File: src/hw/rtl/ntts_pkg.sv
package ntts_pkg;

    localparam int NUM_STATIONS_DEF  = 4;
    localparam int NUM_STREAMS_DEF   = 2;
    localparam int TABLE_ENTRIES_DEF = 1024;

    localparam int SEC_W     = 32;
    localparam int NANO_W    = 30;
    localparam int WORD_W    = SEC_W + NANO_W;
    localparam int T_W       = 62;
    localparam int STA_W     = 2;
    localparam int STRM_W    = 1;
    localparam int STATUS_W  = 2;
    localparam int IDX_OUT_W = 10;

    localparam logic [NANO_W-1:0] NS_PER_SEC = 30'd1000000000;

    localparam logic OP_LOAD  = 1'b0;
    localparam logic OP_QUERY = 1'b1;

    localparam logic [STATUS_W-1:0] ST_OK    = 2'd0;
    localparam logic [STATUS_W-1:0] ST_FULL  = 2'd1;
    localparam logic [STATUS_W-1:0] ST_EMPTY = 2'd2;

    typedef struct packed {
        logic              operation;
        logic [STA_W-1:0]  station_sel;
        logic [STRM_W-1:0] stream_sel;
        logic              restart;
        logic [SEC_W-1:0]  entry_seconds;
        logic [NANO_W-1:0] entry_nanos;
        logic [SEC_W-1:0]  query_seconds;
    } t_item;

    typedef struct packed {
        logic [STATUS_W-1:0]  status;
        logic [IDX_OUT_W-1:0] found_index;
        logic [SEC_W-1:0]     found_seconds;
        logic [NANO_W-1:0]    found_nanos;
    } t_result;

    typedef enum logic [3:0] {
        S_IDLE,
        S_EXEC,
        S_RD_LO,
        S_CHK_LO,
        S_CHK_HI,
        S_PROBE,
        S_T_LO_MUL,
        S_T_LO_ADD,
        S_T_HI_MUL,
        S_T_HI_ADD,
        S_T_DIFF,
        S_T_PICK
    } t_state;

    typedef enum logic [1:0] {
        RD_LO,
        RD_HI,
        RD_MID
    } t_rd_sel;

    typedef enum logic [2:0] {
        E_LOAD,
        E_FULL,
        E_EMPTY,
        E_RD_LO,
        E_RD_HI,
        E_PICK
    } t_emit;

    typedef struct packed {
        logic    capture;
        logic    load_write;
        logic    init_search;
        t_rd_sel rd_sel;
        logic    take_lo;
        logic    take_hi;
        logic    capture_mid;
        logic    probe_update;
        logic    mul_lo;
        logic    mul_hi;
        logic    add_lo;
        logic    add_hi;
        logic    diff0;
        logic    diff1;
        logic    emit;
        t_emit   emit_src;
    } t_cmd;

    typedef struct packed {
        logic is_query;
        logic valid;
        logic len_zero;
        logic full;
        logic rd_gt;
        logic rd_ge;
        logic more;
    } t_stat;

    // Exact compare of seconds*1e9 + nanos against qsec*1e9 without a multiplier.
    // The nanosecond part stays below two seconds, so only the same second and
    // the second just before the query can come close.
    function automatic logic word_gt(input logic [WORD_W-1:0] word,
                                     input logic [SEC_W-1:0]  qsec);
        logic [SEC_W-1:0]  sec;
        logic [NANO_W-1:0] nano;
        sec  = word[WORD_W-1:NANO_W];
        nano = word[NANO_W-1:0];
        return (sec > qsec) || ((sec == qsec) && (nano != '0)) ||
               ((qsec != '0) && (sec == qsec - SEC_W'(1)) && (nano > NS_PER_SEC));
    endfunction

    function automatic logic word_ge(input logic [WORD_W-1:0] word,
                                     input logic [SEC_W-1:0]  qsec);
        logic [SEC_W-1:0]  sec;
        logic [NANO_W-1:0] nano;
        sec  = word[WORD_W-1:NANO_W];
        nano = word[NANO_W-1:0];
        return (sec >= qsec) ||
               ((qsec != '0) && (sec == qsec - SEC_W'(1)) && (nano >= NS_PER_SEC));
    endfunction

    function automatic logic [T_W-1:0] abs_diff(input logic [T_W-1:0] a,
                                                input logic [T_W-1:0] b);
        return (a >= b) ? (a - b) : (b - a);
    endfunction

endpackage

File: src/hw/rtl/ntts_ctrl.sv
module ntts_ctrl (
    input  logic          i_clk,
    input  logic          i_rst_n,
    input  logic          i_start,
    input  ntts_pkg::t_stat i_stat,
    output ntts_pkg::t_cmd  o_cmd,
    output logic          o_busy
);
    import ntts_pkg::*;

    t_state r_state;
    t_state n_state;

    always_ff @(posedge i_clk) begin
        if (!i_rst_n) begin
            r_state <= S_IDLE;
        end else begin
            r_state <= n_state;
        end
    end

    always_comb begin
        n_state = r_state;
        o_cmd   = '0;
        o_cmd.rd_sel   = RD_LO;
        o_cmd.emit_src = E_FULL;
        o_busy  = (r_state != S_IDLE);
        unique case (r_state)
            S_IDLE: begin
                if (i_start) begin
                    o_cmd.capture = 1'b1;
                    n_state = S_EXEC;
                end
            end
            S_EXEC: begin
                n_state = S_IDLE;
                if (i_stat.is_query) begin
                    if (i_stat.len_zero) begin
                        o_cmd.emit     = 1'b1;
                        o_cmd.emit_src = E_EMPTY;
                    end else begin
                        o_cmd.init_search = 1'b1;
                        n_state = S_RD_LO;
                    end
                end else if (!i_stat.valid || i_stat.full) begin
                    o_cmd.emit     = 1'b1;
                    o_cmd.emit_src = E_FULL;
                end else begin
                    o_cmd.load_write = 1'b1;
                    o_cmd.emit       = 1'b1;
                    o_cmd.emit_src   = E_LOAD;
                end
            end
            S_RD_LO: begin
                o_cmd.rd_sel = RD_LO;
                n_state = S_CHK_LO;
            end
            S_CHK_LO: begin
                o_cmd.take_lo = 1'b1;
                if (i_stat.rd_gt) begin
                    o_cmd.emit     = 1'b1;
                    o_cmd.emit_src = E_RD_LO;
                    n_state = S_IDLE;
                end else begin
                    o_cmd.rd_sel = RD_HI;
                    n_state = S_CHK_HI;
                end
            end
            S_CHK_HI: begin
                o_cmd.take_hi = 1'b1;
                if (!i_stat.rd_ge) begin
                    o_cmd.emit     = 1'b1;
                    o_cmd.emit_src = E_RD_HI;
                    n_state = S_IDLE;
                end else if (i_stat.more) begin
                    o_cmd.rd_sel      = RD_MID;
                    o_cmd.capture_mid = 1'b1;
                    n_state = S_PROBE;
                end else begin
                    n_state = S_T_LO_MUL;
                end
            end
            S_PROBE: begin
                // The bracket update and the next probe address resolve in the same cycle.
                o_cmd.probe_update = 1'b1;
                if (i_stat.more) begin
                    o_cmd.rd_sel      = RD_MID;
                    o_cmd.capture_mid = 1'b1;
                end else begin
                    n_state = S_T_LO_MUL;
                end
            end
            S_T_LO_MUL: begin
                o_cmd.mul_lo = 1'b1;
                n_state = S_T_LO_ADD;
            end
            S_T_LO_ADD: begin
                o_cmd.add_lo = 1'b1;
                n_state = S_T_HI_MUL;
            end
            S_T_HI_MUL: begin
                o_cmd.mul_hi = 1'b1;
                o_cmd.diff0  = 1'b1;
                n_state = S_T_HI_ADD;
            end
            S_T_HI_ADD: begin
                o_cmd.add_hi = 1'b1;
                n_state = S_T_DIFF;
            end
            S_T_DIFF: begin
                o_cmd.diff1 = 1'b1;
                n_state = S_T_PICK;
            end
            S_T_PICK: begin
                o_cmd.emit     = 1'b1;
                o_cmd.emit_src = E_PICK;
                n_state = S_IDLE;
            end
            default: begin
                n_state = S_IDLE;
            end
        endcase
    end

`ifndef SYNTHESIS
    a_accept_busy: assert property (@(posedge i_clk) disable iff (!i_rst_n)
        (i_start && !o_busy) |=> o_busy)
        else $error("accepted beat did not make the block busy");

    a_emit_idle: assert property (@(posedge i_clk) disable iff (!i_rst_n)
        o_cmd.emit |=> (r_state == S_IDLE))
        else $error("controller did not return to idle after a result");
`endif

endmodule

File: config.mk
export PLATFORM = sky130hd
export DESIGN_NAME = ntts_ctrl
export DESIGN_NICKNAME = d
export VERILOG_FILES = /design/src/hw/rtl/ntts_pkg.sv /design/src/hw/rtl/ntts_ctrl.sv
export SDC_FILE = /design/constraint.sdc
export NUM_CORES = 1
export LEC_CHECK = 0
export ABC_AREA = 1
export BUFFER_PORTS_ARGS = -buffer_cell sky130_fd_sc_hd__buf_2
export CAP_MARGIN = 15
export CORE_MARGIN = 10
export CORE_UTILIZATION = 30
export DETAILED_ROUTE_END_ITERATION = 10
export GPL_TIMING_DRIVEN = 0
export PLACE_DENSITY = 0.69
export SLEW_MARGIN = 10
export SYNTH_ARGS = -nofsm -noshare
export SYNTH_HDL_FRONTEND = slang
export SYNTH_SLANG_ARGS = --single-unit
export TNS_END_PERCENT = 100
File: constraint.sdc
create_clock -name i_clk -period 1.2 [get_ports i_clk]
set_input_delay 0.24 -clock i_clk [delete_from_list [all_inputs] [get_ports i_clk]]
set_output_delay 0.24 -clock i_clk [all_outputs]
set_load 0.03 [all_outputs]
==> results of run 1 <==
cell usage in the layout, fill, tap and decap left out, types with 2 or more instances in the layout:
cell type,Yosys,routed
inv_2,3,8
nor2_2,2,3
inv_1,16,5
nand2_1,20,11
inv_4,0,6
nand3b_1,2,2
buf_4,1,13
nand2_2,2,6
clkbuf_4,0,3
buf_6,0,21
dfxtp_4,0,4
nor2_1,12,4
nand2_4,1,6
nand3_1,5,2
buf_2,0,11
nor2_4,4,11
nand3_4,0,3
cell type report:
type                            count  area share [%]
Inverter                           19            8.06
Timing Repair Buffer               44            35.3
Buffer                              1            1.05
Tap cell                           16            1.87
Sequential cell                     4            8.88
Clock buffer                        4            2.45
Multi-Input combinational cell     56            42.4
what timing repair did:
item | CTS | global route
buffers inserted | 7 | 8
endpoints found under the hold margin | 0 | 0
gates resized for setup | 43 | 41
pin swaps | 8 | 12
endpoints found under the setup margin | 22 | 23
cells in the mapped netlist, drive strengths merged:
master   n  share of area [%]
a21oi    2                2.2
a31oi    1                1.4
buf      1                1.6
dfxtp    4                 17
inv     19                 16
nand2   23                 22
nand3    6                7.6
nand3b   2                3.3
nor2    18                 22
nor3     1                1.1
o21ai    1                1.1
o22ai    1                2.7
or3b     1                1.9
logic make-up (layout without fill, tap and decap cells):
family / Yosys count / after routing
AOI/OAI and AO/OA: 5 / 5
DFF: 4 / 4
buffers and inverters: 20 / 68
and+or+nand+nor: 51 / 51
stage by stage:
stage / total power [mW] / area, um2 / setup TNS (ns)
finish: 0.599 / 1070 / -5.57
global route: 0.623 / 1070 / -6.72
CTS: 0.555 / 891 / -5.28
detailed placement: 0.317 / 692 / -2.31
global placement: 0.314 / 692 / -2.06
floorplan: 0.269 / 527 / -2.07
worst paths after layout:
kind	startpoint	endpoint	cells after the start
setup / recovery	r_state[0]	o_cmd[10]	7
hold / removal	i_rst_n	r_state[1]	3
setup reg to reg	r_state[0]	r_state[1]	10
hold reg to reg	r_state[2]	r_state[3]	3
worst max-delay path: stages, from the launching register on:
cell and delay, ns:
dfxtp_4 0.37, inv_4 0.05, nor2_4 0.17, buf_4 0.16
buf_6 0.09, inv_2 0.04, nor2_4 0.11, buf_6 0.14
power by group:
part	internal [mW]	switching (mW)	total [mW]
combinational	0.123	0.160	0.283
clock	0.125	0.0519	0.176
sequential	0.132	0.00767	0.140
total	0.379	0.220	0.599
per-layer routing:
metal  routed length, um  vias to the layer above  global-route usage (%)  share of wire [%]
met2                1320                       37                    18.3                 56
li1                    -                      337                       -                  -
met1                 775                      319                    9.59                 33
met4                  93                        0                    5.25                4.0
met5                   0                        -                       0                  0
met3                 165                        8                    4.08                7.0
==> run summary, run 1 <==
Routed WL -> 2350 um
Hold WS -> 0.288 ns
Core box area -> 1470 um2
Slew @ Worst Pin -> 0.187 ns
Area Overhead vs Synth -> 134%
Initial antenna violation count -> 0
Fillers -> 105
Clk root buf -> clkbuf_4
Synth Area in Compound Gates -> 7.38%
Setup Skew -> 0.00447 ns
Remaining antenna violation count -> 0
Max Cap Violations -> 0
CTS sink cnt -> 4
Cell Rows -> 14
Crit path kind -> reg2out
Unrepaired setup endpoints after global routing -> yes
Cell Area, Synth -> 458 um2
Vias -> 701
Clk_lat worst skew -> 0.23 ns
Reg2Reg Setup Slack -> -0.11 ns
Cell count after synthesis -> 80
Biggest register -> r_state
Synth unique cells -> 19
Placer Congestion -> 0.797
Failing checks -> negative setup slack
Worst-path clk slew -> 0.04 ns
# DRC -> 0
Synth warn -> 0
Outcome -> complete, but fails checks
Die width -> 59.1 um
Max reg flops -> 4
DR pass1 iterations -> 4
Port bufs -> 29
Remaining global-route overflow -> 0
Number of global-route vias before repair -> 684
CP Data Required Time -> 0.96 ns
Crit path max fanout -> 4
Tmin final -> 1.60 ns
CTS tree -> built
Final setup margin -> -0.396 ns
Fin. max-slew vios -> 0
Adder and majority gate portion of the synthesized area -> 0%
Die H -> 59.1 um
Achievable Freq -> 0.627 GHz
Htree depth -> 1
Post-synthesis mux area share -> 0%
Clock buffer depth -> 2
Setup WS pre-CTS -> -0.285 ns
Fin. Hold Viols -> 0
Critical Path End Type -> primary output
N_diodes -> 0
#FFs+latches synth -> 4
Pwr/cell area -> 559 nW/um2
Vias/cell -> 4.87
Global-route wire length before repair -> 2860 um
Final Net Count -> 139
Seq/Total Area, Yosys -> 17.5%
Syn nets -> 90
Iter 0 DRT Violations -> 16
Fin crit share -> 133%
DP HPWL -> 1300 um
Die area -> 3490 um2
Main combinational cell family by area after synthesis -> simple AND/OR/NAND/NOR gates
Io pins -> 30
GRT Overall Usage -> 10.2%
Clock buffer count from CTS -> 3
Final core utilization -> 72.8%
Post-Synth Simple-Gate Area -> 57.9%
Mean Syn Cell Area -> 5.72 um2
CP Launch Type -> flip-flop
Hold_buf cts -> 0
LEAKAGE -> 0.545 nW
Non-Filler Instances -> 144
Post-Synth XOR/XNOR Area -> 0%
Worst VDD drop -> 0.453 mV
Largest net degree at the start of global routing -> 6
Max-slew headroom -> 87.5%
Starting density of the core -> 31.1%
Footprint of the multi-input gates -> 454 um2
Largest registers -> r_state: 4 flops
FF/Latch Area -> 95.1 um2
# setup viols final -> 23
DP Cell Count -> 125
Share of cells above drive strength 1 -> 78.1%
Crit path DAT -> 1.36 ns
Hold Path Class -> in2reg
WL per Instance -> 16.3 um
(Power assumes the default switching activity.)
==> inputs of run 2 (changes only) <==
Settings changed: REMOVE_ABC_BUFFERS set to 1.
==> run summary, run 2 (same netlist as run 1, synthesis figures left out) <==
Share of cells above drive strength 1 -> 75.2%
Vias/cell -> 4.90
Failing checks -> negative setup slack
P_sw -> 0.210 mW
Routed WL -> 2280 um
Port bufs -> 29
Hold WS -> 0.283 ns
Clk root buf -> clkbuf_4
Starting density of the core -> 31.1%
CP Launch Type -> flip-flop
Die width -> 59.1 um
Placer Congestion -> 0.903
Fillers -> 99
Die area -> 3490 um2
# DRC -> 0
Htree depth -> 1
CTS tree -> built
Achievable Freq -> 0.618 GHz
Largest registers -> r_state: 4 flops
Max-slew headroom -> 85.2%
Setup WS pre-CTS -> -0.266 ns
Final core utilization -> 71.9%
Cell Rows -> 14
Die H -> 59.1 um
Max Cap Violations -> 0
WL per Instance -> 15.7 um
Fin crit share -> 135%
Initial antenna violation count -> 0
Worst-path clk slew -> 0.04 ns
Sw frac -> 37.1%
GRT Overall Usage -> 11.9%
Flop pwr share -> 24.6%
Most frequent cells in the layout -> buf_6 (25), buf_4 (13), nand2_1 (12)
Reg2Reg Setup Slack -> -0.11 ns
Remaining global-route overflow -> 0
Largest net degree at the start of global routing -> 6
Number of global-route vias before repair -> 751
DR pass1 iterations -> 4
Final setup TNS -> -5.96 ns
Most common cell after layout, fill and taps aside -> buf_6
Slew @ Worst Pin -> 0.221 ns
Clock power frac -> 30.7%
Worst VDD drop -> 0.430 mV
Outcome -> complete, but fails checks
Iter 0 DRT Violations -> 20
CTS sink cnt -> 4
Final setup margin -> -0.418 ns
Vias -> 710
Fin. Hold Viols -> 0
Tmin final -> 1.62 ns
Fin. max-slew vios -> 0
Unrepaired setup endpoints after global routing -> yes
Crit path kind -> reg2out
Clock buffer count from CTS -> 3
Pwr/cell area -> 535 nW/um2
Clk_lat worst skew -> 0.24 ns
LEAKAGE -> 0.563 nW
Max reg flops -> 4
Setup Skew -> 0.00278 ns
P_int -> 0.356 mW
Core box area -> 1470 um2
CP Data Required Time -> 0.96 ns
DP HPWL -> 1330 um
Crit path max fanout -> 4
Critical Path End Type -> primary output
Remaining antenna violation count -> 0
Hold Path Class -> in2reg
# setup viols final -> 22
Final Net Count -> 141
Area Overhead vs Synth -> 131%
Gate power share -> 44.7%
Biggest register -> r_state
Global-route wire length before repair -> 3280 um
N_diodes -> 0
Clock buffer depth -> 2
Io pins -> 30
Crit path DAT -> 1.38 ns
[run 2: changes by cell type in the layout (fill, tap and decap cells not counted), moves of 2 or more]
| cell | change |
|---|---|
| inv_1 | +2 |
| buf_6 | +4 |
| nand3_4 | -3 |
| nand2_4 | -2 |
| nand3_2 | +3 |
| buf_2 | -2 |
| nor2_1 | +2 |
[run 2: worst paths after layout]
| kind | cells after the start | start | end |
|---|---|---|---|
| min | 3 | i_rst_n | r_state[3] |
| min reg2reg | 3 | r_state[0] | r_state[3] |
| max reg2reg | 10 | r_state[0] | r_state[1] |
| max | 5 | r_state[2] | o_cmd[15] |
[run 2: what timing repair did]
| action | CTS | global route |
|---|---|---|
| buffers inserted | 12 | 6 |
| pin swaps | 8 | 7 |
| resized for setup | 82 | 17 |
| hold buffers | 0 | 0 |
| endpoints found under the setup margin | 22 | 22 |
| cloned | 0 | 0 |
[run 2: layer usage]
layer,up-vias,GRT usage (%),part of all wire (%)
met2,31,23.6,59
met1,327,10.1,32
li1,342,-,-
met5,-,0,0
met3,10,3.86,6.4
met4,0,6.23,2.8
[run 2: final cells by class]
type	count	area [um2]	area share [%]
Clock buffer	3	22.5	2.13
Inverter	19	83.8	7.92
Multi-Input combinational cell	56	413	39.0
Sequential cell	4	95.1	8.98
Tap cell	16	20.0	1.89
Timing Repair Buffer	47	424	40.1
[run 2: metrics by stage]
step	cell area (um2)	cells	total power, mW
after global placement	616	124	0.296
after CTS	957	139	0.545
after global routing	1060	145	0.599
final	1060	145	0.566
after floorplan	450	79	0.251
after detailed placement	616	124	0.299
[run 2: power groups by stage]
stage / clock [mW] / sequential [mW] / combinational [mW]
after floorplan: 0 / 0.144 / 0.107
after global placement: 0 / 0.145 / 0.151
after detailed placement: 0 / 0.146 / 0.154
after CTS: 0.177 / 0.139 / 0.228
after global routing: 0.189 / 0.139 / 0.271
final: 0.174 / 0.140 / 0.253
[run 2: critical path: stages, from the launching register on]
cell	delay, ns
dfxtp_4	0.40
inv_1	0.09
nor2_1	0.18
nand3_1	0.22
nand2_2	0.13
buf_6	0.13
